`src/hdl/afs_pkg.sv`:
```
// Shared types, constants and the sample-rate table of the ADTS frame synchronizer.
`timescale 1ns / 1ps

package afs_pkg;

  localparam int HdrBytes = 6;
  localparam int QueueDepth = 2;

  localparam logic [7:0] SYNC_BYTE = 8'hFF;
  localparam logic [7:0] SYNC_MASK = 8'hF6;
  localparam logic [7:0] SYNC_VALUE = 8'hF0;
  localparam logic [12:0] MAX_LEN_RESET = 13'd6144;

  typedef enum logic {
    KIND_BYTE,
    KIND_HEADER
  } kind_e;

  // One queue entry: either a single pass-through byte or a whole accepted header.
  typedef struct packed {
    kind_e            kind;
    logic [5:0][7:0]  data;
    logic [3:0]       rate_index;
    logic [2:0]       channels;
    logic [12:0]      length;
    logic             frame_end;
    logic             truncated;
  } entry_t;

  function automatic logic [16:0] rate_lookup(input logic [3:0] idx);
    logic [16:0] rate;
    case (idx)
      4'd0:    rate = 17'd96000;
      4'd1:    rate = 17'd88200;
      4'd2:    rate = 17'd64000;
      4'd3:    rate = 17'd48000;
      4'd4:    rate = 17'd44100;
      4'd5:    rate = 17'd32000;
      4'd6:    rate = 17'd24000;
      4'd7:    rate = 17'd22050;
      4'd8:    rate = 17'd16000;
      4'd9:    rate = 17'd12000;
      4'd10:   rate = 17'd11025;
      4'd11:   rate = 17'd8000;
      4'd12:   rate = 17'd7350;
      default: rate = 17'd0;
    endcase
    return rate;
  endfunction

endpackage

```
`src/hdl/afs_front.sv`:
```
// Front part: header window, sync search, frame byte counting and queue entry formation.
`timescale 1ns / 1ps

module afs_front (
  input  logic                 clk_i,
  input  logic                 rst_ni,
  input  logic                 in_valid_i,
  output logic                 in_ready_o,
  input  logic [7:0]           in_byte_i,
  input  logic                 in_eos_i,
  input  logic                 cfg_we_i,
  input  logic [12:0]          cfg_wdata_i,
  input  logic                 full_i,
  output logic                 push_o,
  output afs_pkg::entry_t      entry_o
);

  localparam logic [2:0] FillFull = 3'(afs_pkg::HdrBytes);
  localparam logic [12:0] LenMin = 13'(afs_pkg::HdrBytes);

  logic [5:0][7:0] win_q, win_d, win_next;
  logic [2:0]      fill_q, fill_d, fill_next;
  logic [12:0]     rem_q, rem_d, rem_dec, rem_hdr;
  logic [3:0]      rate_q, rate_d, hdr_rate;
  logic [2:0]      chan_q, chan_d, hdr_chan;
  logic [12:0]     len_q, len_d, hdr_len;
  logic [12:0]     max_q;
  logic            accept, in_frame, is_hdr, len_ok, take_hdr;

  assign in_ready_o = !full_i;
  assign accept     = in_valid_i && in_ready_o;
  assign in_frame   = (rem_q != 13'd0);

  always_comb begin
    win_next  = win_q;
    fill_next = fill_q;
    if (fill_q < FillFull) begin
      win_next[fill_q] = in_byte_i;
      fill_next        = 3'(fill_q + 3'd1);
    end else begin
      for (int i = 0; i < afs_pkg::HdrBytes - 1; i++) begin
        win_next[i] = win_q[i + 1];
      end
      win_next[afs_pkg::HdrBytes - 1] = in_byte_i;
    end
  end

  assign hdr_len  = {win_next[3][1:0], win_next[4], win_next[5][7:5]};
  assign hdr_rate = win_next[2][5:2];
  assign hdr_chan = {win_next[2][0], win_next[3][7:6]};
  assign is_hdr   = (fill_next == FillFull) && (win_next[0] == afs_pkg::SYNC_BYTE) &&
                    ((win_next[1] & afs_pkg::SYNC_MASK) == afs_pkg::SYNC_VALUE);
  assign len_ok   = (hdr_len >= LenMin) && (hdr_len <= max_q);
  assign take_hdr = !in_frame && is_hdr && len_ok;
  assign rem_dec  = 13'(rem_q - 13'd1);
  assign rem_hdr  = 13'(hdr_len - LenMin);

  always_comb begin
    entry_o = '0;
    if (in_frame) begin
      entry_o.kind       = afs_pkg::KIND_BYTE;
      entry_o.data[0]    = in_byte_i;
      entry_o.rate_index = rate_q;
      entry_o.channels   = chan_q;
      entry_o.length     = len_q;
      entry_o.truncated  = in_eos_i && (rem_dec != 13'd0);
      entry_o.frame_end  = (rem_dec == 13'd0) || entry_o.truncated;
    end else begin
      entry_o.kind       = afs_pkg::KIND_HEADER;
      entry_o.data       = win_next;
      entry_o.rate_index = hdr_rate;
      entry_o.channels   = hdr_chan;
      entry_o.length     = hdr_len;
      entry_o.truncated  = in_eos_i && (rem_hdr != 13'd0);
      entry_o.frame_end  = (rem_hdr == 13'd0) || entry_o.truncated;
    end
  end

  assign push_o = accept && (in_frame || take_hdr);

  always_comb begin
    win_d  = win_q;
    fill_d = fill_q;
    rem_d  = rem_q;
    rate_d = rate_q;
    chan_d = chan_q;
    len_d  = len_q;
    if (accept) begin
      if (in_frame) begin
        rem_d = rem_dec;
      end else if (take_hdr) begin
        rem_d  = rem_hdr;
        rate_d = hdr_rate;
        chan_d = hdr_chan;
        len_d  = hdr_len;
        win_d  = '0;
        fill_d = 3'd0;
      end else begin
        win_d  = win_next;
        fill_d = fill_next;
      end
      if (in_eos_i) begin
        win_d  = '0;
        fill_d = 3'd0;
        rem_d  = 13'd0;
        rate_d = 4'd0;
        chan_d = 3'd0;
        len_d  = 13'd0;
      end
    end
  end

  always_ff @(posedge clk_i or negedge rst_ni) begin
    if (!rst_ni) begin
      win_q  <= '0;
      fill_q <= 3'd0;
      rem_q  <= 13'd0;
      rate_q <= 4'd0;
      chan_q <= 3'd0;
      len_q  <= 13'd0;
      max_q  <= afs_pkg::MAX_LEN_RESET;
    end else begin
      win_q  <= win_d;
      fill_q <= fill_d;
      rem_q  <= rem_d;
      rate_q <= rate_d;
      chan_q <= chan_d;
      len_q  <= len_d;
      if (cfg_we_i) begin
        max_q <= cfg_wdata_i;
      end
    end
  end

endmodule

```
`src/hdl/afs_queue.sv`:
```
// Short first-in first-out queue of entries between the front and back parts.
`timescale 1ns / 1ps

module afs_queue #(
  parameter int Depth = afs_pkg::QueueDepth
) (
  input  logic            clk_i,
  input  logic            rst_ni,
  input  logic            push_i,
  input  afs_pkg::entry_t entry_i,
  output logic            full_o,
  input  logic            pop_i,
  output logic            empty_o,
  output afs_pkg::entry_t head_o
);

  localparam int PtrW = (Depth > 1) ? $clog2(Depth) : 1;
  localparam int CntW = $clog2(Depth + 1);
  localparam logic [PtrW-1:0] PtrLast = PtrW'(Depth - 1);
  localparam logic [CntW-1:0] CntFull = CntW'(Depth);

  afs_pkg::entry_t entries_q [Depth];
  logic [PtrW-1:0] wr_q, rd_q;
  logic [CntW-1:0] cnt_q;

  assign full_o  = (cnt_q == CntFull);
  assign empty_o = (cnt_q == '0);
  assign head_o  = entries_q[rd_q];

  always_ff @(posedge clk_i) begin
    if (push_i) begin
      entries_q[wr_q] <= entry_i;
    end
  end

  always_ff @(posedge clk_i or negedge rst_ni) begin
    if (!rst_ni) begin
      wr_q  <= '0;
      rd_q  <= '0;
      cnt_q <= '0;
    end else begin
      if (push_i) begin
        wr_q <= (wr_q == PtrLast) ? '0 : PtrW'(wr_q + 1'b1);
      end
      if (pop_i) begin
        rd_q <= (rd_q == PtrLast) ? '0 : PtrW'(rd_q + 1'b1);
      end
      case ({push_i, pop_i})
        2'b10:   cnt_q <= CntW'(cnt_q + 1'b1);
        2'b01:   cnt_q <= CntW'(cnt_q - 1'b1);
        default: cnt_q <= cnt_q;
      endcase
    end
  end

endmodule

```
`src/hdl/afs_back.sv`:
```
// Back part: expands queue entries into tagged result bytes behind an output register.
`timescale 1ns / 1ps

module afs_back (
  input  logic            clk_i,
  input  logic            rst_ni,
  input  logic            empty_i,
  input  afs_pkg::entry_t head_i,
  output logic            pop_o,
  output logic            out_valid_o,
  input  logic            out_ready_i,
  output logic [47:0]     out_data_o,
  output logic [2:0]      out_user_o,
  output logic            out_last_o
);

  localparam logic [2:0] IdxLast = 3'(afs_pkg::HdrBytes - 1);

  logic [2:0]  idx_q;
  logic        valid_q;
  logic [47:0] data_q;
  logic [2:0]  user_q;
  logic        last_q;
  logic        advance, is_hdr, final_byte;
  logic [7:0]  cur_byte;

  assign advance    = !empty_i && (!valid_q || out_ready_i);
  assign is_hdr     = (head_i.kind == afs_pkg::KIND_HEADER);
  assign final_byte = !is_hdr || (idx_q == IdxLast);
  assign cur_byte   = is_hdr ? head_i.data[idx_q] : head_i.data[0];
  assign pop_o      = advance && final_byte;

  assign out_valid_o = valid_q;
  assign out_data_o  = data_q;
  assign out_user_o  = user_q;
  assign out_last_o  = last_q;

  always_ff @(posedge clk_i) begin
    if (advance) begin
      data_q <= {3'b000, head_i.length, head_i.channels,
                 afs_pkg::rate_lookup(head_i.rate_index), head_i.rate_index, cur_byte};
      // Flags are {last result of the request, truncated, frame start}.
      user_q <= {final_byte, final_byte && head_i.truncated, is_hdr && (idx_q == 3'd0)};
      last_q <= final_byte && head_i.frame_end;
    end
  end

  always_ff @(posedge clk_i or negedge rst_ni) begin
    if (!rst_ni) begin
      valid_q <= 1'b0;
      idx_q   <= 3'd0;
    end else begin
      if (advance) begin
        valid_q <= 1'b1;
        idx_q   <= final_byte ? 3'd0 : 3'(idx_q + 3'd1);
      end else if (out_ready_i) begin
        valid_q <= 1'b0;
      end
    end
  end

endmodule

```
`src/hdl/adts_frame_synchronizer.sv`:
```
// Top level of the ADTS frame synchronizer: front part, entry queue and back part.
`timescale 1ns / 1ps

//  Channel   Direction  tdata                                  tuser / tlast
//  s_axis    in         [7:0] data byte                        tlast: end of stream
//  m_axis    out        byte, rate idx, rate, chans, length    tuser: start, trunc, last
//  cfg       in         [12:0] max_frame_length (write only)   none
//
// The block takes one byte per cycle while the queue has room. A byte inside a frame
// yields one result; a byte that completes an accepted header yields six results,
// which the back part sends while the front part takes bytes until the queue fills.
// The output side sets the sustained rate: one result per cycle if m_axis is ready.
// Reset is asynchronous and active low; it clears the window, the byte counter, the
// queue and the output register, and loads max_frame_length with 6144.
// A stall on m_axis holds the output register, backs up the queue and then drops
// s_axis_tready; bytes that are dropped while hunting still pass through the front part.

module adts_frame_synchronizer #(
  parameter int QueueDepth = afs_pkg::QueueDepth
) (
  input  logic        clk_i,
  input  logic        rst_ni,
  input  logic        s_axis_tvalid,
  output logic        s_axis_tready,
  input  logic [7:0]  s_axis_tdata,   // [7:0] data_byte
  input  logic        s_axis_tlast,   // end_of_stream
  output logic        m_axis_tvalid,
  input  logic        m_axis_tready,
  // [7:0] out_byte, [11:8] rate_index, [28:12] sample_rate_hz, [31:29] channel_config,
  // [44:32] length_of_frame, [47:45] zero
  output logic [47:0] m_axis_tdata,
  output logic [2:0]  m_axis_tuser,   // [0] frame_start, [1] truncated, [2] last_result
  output logic        m_axis_tlast,   // frame_end
  input  logic        cfg_we_i,
  input  logic [12:0] cfg_wdata_i
);

  afs_pkg::entry_t push_entry, head_entry;
  logic            push, pop, full, empty;

  // The front part owns the search window and the configuration register.
  afs_front u_front (
    .clk_i       (clk_i),
    .rst_ni      (rst_ni),
    .in_valid_i  (s_axis_tvalid),
    .in_ready_o  (s_axis_tready),
    .in_byte_i   (s_axis_tdata),
    .in_eos_i    (s_axis_tlast),
    .cfg_we_i    (cfg_we_i),
    .cfg_wdata_i (cfg_wdata_i),
    .full_i      (full),
    .push_o      (push),
    .entry_o     (push_entry)
  );

  // The queue lets the front part keep hunting while a header is still being sent.
  afs_queue #(
    .Depth (QueueDepth)
  ) u_queue (
    .clk_i   (clk_i),
    .rst_ni  (rst_ni),
    .push_i  (push),
    .entry_i (push_entry),
    .full_o  (full),
    .pop_i   (pop),
    .empty_o (empty),
    .head_o  (head_entry)
  );

  // The back part walks each entry one byte per ready cycle into the output register.
  afs_back u_back (
    .clk_i       (clk_i),
    .rst_ni      (rst_ni),
    .empty_i     (empty),
    .head_i      (head_entry),
    .pop_o       (pop),
    .out_valid_o (m_axis_tvalid),
    .out_ready_i (m_axis_tready),
    .out_data_o  (m_axis_tdata),
    .out_user_o  (m_axis_tuser),
    .out_last_o  (m_axis_tlast)
  );

endmodule

```
`config.mk`:
```
export PLATFORM = sky130hd
export DESIGN_NAME = adts_frame_synchronizer
export DESIGN_NICKNAME = d
export VERILOG_FILES = /design/src/hdl/afs_pkg.sv /design/src/hdl/afs_front.sv /design/src/hdl/afs_queue.sv /design/src/hdl/afs_back.sv /design/src/hdl/adts_frame_synchronizer.sv
export SDC_FILE = /design/constraint.sdc
export NUM_CORES = 1
export LEC_CHECK = 0
export CAP_MARGIN = 20
export CORE_MARGIN = 3
export CORE_UTILIZATION = 56
export DETAILED_ROUTE_END_ITERATION = 6
export DONT_BUFFER_PORTS = 1
export PLACE_DENSITY = 0.81
export SLEW_MARGIN = 20
export SYNTH_ARGS = -nofsm -noshare
export SYNTH_HDL_FRONTEND = slang
export SYNTH_SLANG_ARGS = --single-unit
```
`constraint.sdc`:
```
create_clock -name clk_i -period 16.71 [get_ports clk_i]
set_clock_uncertainty 0.2 [all_clocks]
set_input_delay 0.8355 -clock clk_i [delete_from_list [all_inputs] [get_ports clk_i]]
set_output_delay 0.8355 -clock clk_i [all_outputs]
set_load 0.05 [all_outputs]
```
==> metrics.md, run 1 <==
| Metric | Value |
|---|---|
| Status | finished, violations left |
| Failing checks | negative hold slack |
| # Post-CTS Setup Buffers | 0 |
| Met1 Usage GRT | a little under two fifths |
| Die Span Y | between 150 and 200 µm |
| RSZ-0062 raised after global routing | false |
| Total gr overflow | 0 |
| Post-route cell area | around 0.016 mm² |
| Cell accounting for the most synthesized area | edfxtp_1 |
| Syn-to-layout area delta | 9.561% |
| Post-cts sizing count | 0 |
| CTS clock-pin slew for the worst setup and hold paths | around 0.06 ns |
| Maximum clock frequency | about 0.17 GHz |
| CP bufs+invs | 3 |
| Hold_ws | -0.007016 ns |
| Routed len/inst | 22.56 µm |
| Post-synth EDFFs | between 150 and 200 |
| DP Area | ~0.014 mm² |
| Clock power frac | a little under two fifths |
| RD Place Congestion | slightly above 0.9 |
| Total number of vias | ~10k |
| Peak VDD IR | roughly 0.000099 V |
| Setup Crit Path Kind | flop to flop |
| Chip Width | 165.0 µm |
| Netlist Area Pre-Place | between 0.01 and 0.015 mm² |
| Htree depth | 1 |
| Final setup viols | 0 |
| Rel. slew slack | approximately 27% |
| FF+latch count, synth | ~300 |
| Core area | roughly 0.025 mm² |
| Final clock period utilization by the worst path | roughly 36% |
| CP Capture Type | flop |
| Post-synth top flop | edfxtp_1 |
| Hold/Removal Path Class | input port to asynchronous set/reset pin |
| Num CTS Buffers | 30 |
| Final WL | 34.02 mm |
| Vias/cell | between 6 and 7 |
| Final Hold Fails | 1 |
| Final min period | about 6.0 ns |
| Comb pwr share | a little over a fifth |
| Clk buf depth | 3 |
| Fin nets | roughly 1.2k |
| Worst-path maximum fanout | between 70 and 80 |
| Root Driver | clkbuf_16 |
| Slowest cell on crit path | dfrtp_1 |
| Async set-reset flop share out of synthesis | 35.47% |
| Syn avg cell area | about 12 µm² |
| Clock Sinks | 296 |
| Power density over cell area | ~130 mW/mm² |
| Largest net degree at the start of global routing | ~110 |
| Post-synth top cells | edfxtp_1, nand2_1, dfrtp_1 |
| Leakage Power | between 6 and 7 nW |
| Port Buf Inserts | 0 |
| Initial core utilization | a little under three fifths |
| TritonCTS clock tree | yes |
| Met2 global-route usage | a little under two fifths |
| Slew at the pin with the worst max-slew slack | about 1.1 ns |
| Sequential fraction of the synthesis area | 59.08% |
| Dpl hpwl | about 22 mm |
| Cell Int Power | 1.444 mW |
| Setup TNS | 0 ns |
| Antenna Cells | 0 |
| Finished Layout Cells | 1508 |
| Top Ports | 81 |
| Pre-CTS setup slack | between 10 and 15 ns |
| CP Data Required Time | 16.70 ns |
| Clk_lat worst skew | between 0.5 and 0.6 ns |
| Largest cells by area after synthesis | edfxtp_1, dfrtp_1, nand2_1 |
| First-pass GRT wire length | around 53 mm |
| Sw Share | between 20% and 30% |
| Worst path arrival time | approximately 6.0 ns |
| Max Cap Violations | 0 |
| Grt met3 use | under 10% |
| Slowest stage delay, CP | a little under 0.8 ns |
| YS warnings | 0 |
| Post-route setup slack | about 11 ns |
| Count of cell types in the netlist | 80 |
| CP Launch Type | flop |
| Antenna violations before repair | 1 |
| Reg power frac | between 40% and 50% |
| # rows | 57 |
| Initial DRC Count | between 1k and 1.5k |
| Count leader, synth | edfxtp_1 |
| Cells after Synth | around 1.2k |
| Slew Viols, Final | 0 |
| Post-route DRC | 0 |
| Vias in the first global route | 9221 |
| TritonRoute pass-1 iters | 7 |
| Layout cells sized above 1 | 12.84% |
| Placed cell count | between 1k and 1.5k |
| Antenna viol nets, final | 0 |
| P_sw | 618.5 µW |
| Crit-path cells | buf_4, and2_4, a221oi_1, inv_1, ha_1, nand4_1, nor3_1, mux2i_1, nor4_1, o21bai_1, a21oi_1, nor2_1, and2_2, buf_4 |
| CP top delay family | simple AND/OR/NAND/NOR gates |
| Gr busiest metal | met2 |
| Global Route Usage Sum | between 20% and 30% |
| Yosys top cell area share | between 40% and 50% |
| CP dominant cell by count | buf_4 |
| Die area | between 0.02 and 0.03 mm² |
## final timing paths
kind	start	endpoint	slack, ns	cells after the start
setup / recovery	u_front.fill_q[2]	u_queue.entries_q[1][52]	10.68	14
setup reg to reg	u_front.fill_q[2]	u_queue.entries_q[1][52]	10.68	14
min in group clk_i	cfg_we_i	u_front.max_q[11]	0.11	1
hold / removal	rst_ni	u_queue.rd_q	-0.007	1
max in group asynchronous	rst_ni	u_front.fill_q[1]	15.86	1
hold reg to reg	u_front.rate_q[0]	u_front.rate_q[0]	0.30	1
## cell type report
class	instances	area [µm²]
multi-input cells	778	5333
repair buffers	14	125.1
clock inverters	20	339.1
clock buffers	36	793.3
flip-flops and latches	296	8368
inverters	40	150.1
fillers	1811	9091
well taps	324	405.4
## per-stage QoR
step,utilization (%),power [mW]
floorplan,-,1.182
CTS,63.04,2.056
detailed placement,58.33,1.298
global route,63.05,2.140
finish,63.05,2.063
global placement,58.33,1.287
## state kept, by name, indices dropped and copies added (netlist names)
name,flops
u_queue.entries_q,142
u_front.win_q,48
u_back.out_data_o,45
u_front.len_q,13
u_front.max_q,13
u_front.rem_q,13
u_front.rate_q,4
u_back.idx_q,3
u_back.out_user_o,3
u_front.chan_q,3
u_front.fill_q,3
u_queue.cnt_q,2
u_back.out_last_o,1
u_back.out_valid_o,1
u_queue.rd_q,1
u_queue.wr_q,1
## power by group through the flow
stage          registers [mW]  logic (mW)  clock network, mW
2_1_floorplan           0.862       0.320                  0
3_3_place_gp            0.887       0.399                  0
5_1_grt                 0.881       0.465              0.794
6_report                0.877       0.429              0.757
3_5_place_dp            0.889       0.409                  0
4_1_cts                 0.875       0.418              0.763
## cell usage in the layout (no fill, tap or decap), types with 11 or more instances in the layout
cell type  synthesis  routed
nor4_1            11      11
clkbuf_16          0      30
buf_4              5      13
nor3_1            13      12
nor2b_1           22      22
nand2b_1          12      12
nand2_1          130     128
a21oi_1           70      70
edfxtp_1         191     191
nor2_1            78      77
nand3_1           13      13
mux4_2            16      16
mux2i_1           32      32
xnor2_1           11      11
o21ai_1           42      42
a21o_1            24      24
dfrtp_1          103     101
ha_1              25      25
o21ai_0           54      54
mux2_2            42      42
inv_1             36      36
a22o_1            17      17
a221oi_1          16      16
## layer usage
layer  part of all wire [%]  vias to the layer above
met5                  0.038                        -
met4                    3.7                        2
met3                    9.6                       89
met2                     45                      558
met1                     42                     4740
li1                       -                     4375
## cell families after synthesis
group	synth area share [%]
AND/OR/NAND/NOR	12.07
AO/OA/AOI/OAI	14.05
flip-flops	59.08
buffers and inverters	3.420
multiplexers	8.147
adder cells (fa/ha/maj)	2.280
XOR/XNOR	0.9278
other	0.02648
## repair_timing
item                                   in CTS  in global routing
hold buffers                                1                  0
endpoints found under the hold margin     105                  0
setup endpoints to repair                   0                  0
Power figures use the tool's default switching activity.
==> inputs of run 2 (changes only) <==
Settings changed: ABC_AREA set to 1, PLACE_DENSITY 0.81 to 0.84.
Clock period 16.71 ns to 5.1 ns, I/O delays scaled along.
==> metrics.md, run 2 <==
| Metric | Value |
|---|---|
| Worst-path maximum fanout | 56 (-21%) |
| Worst Hold Endpoint | u_front.win_q[9] |
| Rel. slew slack | 47.46% (+20 points) |
| Cells after Synth | 1545 (+30%) |
| Hold Crit Start | s_axis_tdata[1] |
| Largest net degree at the start of global routing | 106 (unchanged) |
| Post-cts sizing count | 0 (unchanged) |
| Max Cap Violations | 0 (unchanged) |
| Clk buf depth | 3 (unchanged) |
| Num CTS Buffers | 30 (unchanged) |
| Sequential fraction of the synthesis area | 58.61% (-0.47 points) |
| Commonest non-fill, non-tap cell in the layout | nand2_1 |
| Power density over cell area | 745.7 mW/mm² (+460%) |
| Netlist Area Pre-Place | 0.01427 mm² (+0.80%) |
| Dpl hpwl | 23.52 mm (+5.5%) |
| Htree depth | 1 (unchanged) |
| Setup Crit Path Kind | flop to flop |
| CTS clock-pin slew for the worst setup and hold paths | 0.06 ns (about the same) |
| YS warnings | 0 (unchanged) |
| Final clock period utilization by the worst path | 88.00% (+52 points) |
| Slew Viols, Final | 0 (unchanged) |
| Hold/Removal Path Class | input port to flop |
| Total gr overflow | 0 (unchanged) |
| Final min period | 4.488 ns (-1.544 ns) |
| Initial DRC Count | 1566 (+20%) |
| TritonCTS clock tree | yes |
| Chip Width | 165.6 µm (+0.38%) |
| Die area | 0.02744 mm² (+0.76%) |
| Pre-CTS setup slack | 0.6816 ns (-10.10 ns) |
| Cell accounting for the most synthesized area | edfxtp_1 |
| Number of flip-flops in the largest register | 142 (unchanged) |
| Post-synth top cells | nand2_1, edfxtp_1, nor2_1 |
| Yosys top cell area share | 40.19% (-0.32 points) |
| Post-synth EDFFs | 191 (unchanged) |
| Biggest register | u_queue.entries_q |
| R2r endpoint | u_queue.entries_q[1][53] |
| Antenna viol nets, final | 0 (unchanged) |
| Vias/cell | 5.963 (-7.9%) |
| Async set-reset flop share out of synthesis | 35.47% (unchanged) |
| Core area | 0.02468 mm² (+0.29%) |
| Commonest cells after routing, fill and taps aside | nand2_1, edfxtp_1, nor2_1, o21ai_0, inv_1 |
| Final WL | 35.90 mm (+5.6%) |
| Leakage Power | 6.672 nW (+9.1%) |
| Slew at the pin with the worst max-slew slack | 0.7798 ns (-0.3141 ns) |
| Fin nets | 1599 (+32%) |
| Status | finished, final reports clean |
| Routed len/inst | 18.95 µm (-16%) |
| Top Ports | 81 (unchanged) |
| TritonRoute pass-1 iters | 7 (unchanged) |
| Post-synth top flop | edfxtp_1 |
| RD Place Congestion | 0.9304 (about the same) |
| Antenna violations before repair | 0 (-1) |
| CP Launch Type | flop |
| Global Route Usage Sum | 25.34% (+0.29 points) |
| FF+latch count, synth | 296 (unchanged) |
| First-pass GRT wire length | 56.99 mm (+7.4%) |
| RSZ-0062 raised after global routing | false |
| Post-route setup slack | 0.6121 ns (-10.07 ns) |
| Post-route DRC | 0 (unchanged) |
| CP Data Required Time | 5.12 ns (-11.58 ns) |
| Reg2reg path depth | 18 (+4) |
| Clk_lat worst skew | 0.55 ns (-0.03 ns) |
| Hold Path Stages | 4 |
| Peak VDD IR | 0.0003794 V (+280%) |
| # Post-CTS Setup Buffers | 0 (unchanged) |
| Die Span Y | 165.6 µm (+0.38%) |
| Initial core utilization | 57.84% (+0.29 points) |
| Count leader, synth | nand2_1 |
| Syn avg cell area | 9.238 µm² (-23%) |
| Total number of vias | 11.30k (+16%) |
| Final setup viols | 0 (unchanged) |
| Worst path arrival time | 4.50 ns (-1.53 ns) |
| Layout cells sized above 1 | 8.981% (-3.9 points) |
| Maximum clock frequency | 0.2228 GHz (+34%) |
| # rows | 57 (unchanged) |
| Syn-to-layout area delta | 10.91% |
| Setup TNS | 0 ns (unchanged) |
| Port Buf Inserts | 0 (unchanged) |
| Count of cell types in the netlist | 44 (-45%) |
| Root Driver | clkbuf_16 |
| Clock Sinks | 296 (unchanged) |
| Vias in the first global route | 10.75k (+17%) |
| Post-CTS Hold Buffers | 27 (+26) |
| CP Capture Type | flop |
| Largest cells by area after synthesis | edfxtp_1, dfrtp_1, nand2_1 |
| Final Core Density | 64.15% (+1.1 points) |
| Reg2reg setup slack | 0.61 ns (-10.07 ns) |
| Final Hold Fails | 0 (-1) |
| Launch point of the worst reg-to-reg path | u_front.fill_q[2] |
==> run 2: cell count changes after synthesis, sizes merged, moves of 34 or more <==
cell and change:
a21oi -34, mux2 -41, o22ai +39, nand3 +87, or2 +37, o21ai +68, nand2 +252, inv +79
nor2 +108
==> run 2: logic make-up after synthesis <==
logic type,Yosys count,synth area share [%]
and+or+nand+nor,721,21.11
DFF,296,58.61
muxes,1,0.07889
AOI/OAI and AO/OA,284,11.17
other,1,0.02627
buffers and inverters,198,5.646
adders and majority gates,25,2.192
xor gates and xnor gates,19,1.166
==> run 2: worst max-delay path, stage by stage, from the launching register on <==
cell and delay, ns:
dfrtp_1 0.49, nand2_2 0.37, nand2_1 0.37, o21ai_0 0.55, ha_1 0.35, nand2_1 0.09, nor2_1 0.05, a211oi_1 0.18
nand2_1 0.08, nand2_1 0.06, nand2_1 0.04, nand2_1 0.05, nand3_1 0.06, nand2_1 0.11, nand2_2 0.07, nand2_1 0.08
nand2_1 0.13, nor2_4 0.41, buf_12 0.35
==> run 2: metal layers <==
metal  wire length [µm]  global-route usage, %
met1              14070                  34.63
met2              17190                  41.83
met3               3434                  4.242
met4               1208                  8.354
met5                  0                      0
==> run 2: how the worst max path moves through the flow <==
stage	startpoint	endpoint	slack [ns]	depth (start not counted)
2_1_floorplan	u_front.fill_q[2]	u_queue.entries_q[1][0]	0.25	18
3_3_place_gp	u_front.fill_q[2]	u_queue.entries_q[1][24]	0.82	18
3_5_place_dp	u_front.fill_q[2]	u_queue.entries_q[1][24]	0.68	18
4_1_cts	u_front.fill_q[2]	u_queue.entries_q[1][24]	0.66	18
5_1_grt	u_front.fill_q[2]	u_queue.entries_q[1][48]	0.1	18
6_report	u_front.fill_q[2]	u_queue.entries_q[1][53]	0.61	18
==> run 2: report_power, final <==
group          leakage [nW]  internal [mW]  switching [mW]
sequential             3.23           3.75            1.18
clock                 0.494           1.37           0.897
combinational          2.95           1.35            3.26
total                  6.67           6.47            5.34
==> run 2: stage by stage <==
step	total power, mW	instance area (µm²)	hold slack, ns	std cells
6_report	11.80	15830	0.04190	1895
5_1_grt	12.53	15830	0.1018	1894
4_1_cts	11.74	15830	0.02173	1894
3_5_place_dp	9.405	14510	-0.2339	1812
3_3_place_gp	9.252	14510	-0.2340	1812
2_1_floorplan	8.069	14280	-0.2406	1547
==> run 2: area by class of cell <==
type	instances	area [µm²]
Fill cell	1937	8846
Sequential cell	296	8367
Multi-Input combinational cell	1053	5116
Clock buffer	41	853.3
Timing Repair Buffer	47	457.9
Inverter	119	446.7
Tap cell	324	405.4
Clock inverter	14	181.4
Antenna cell	1	2.502
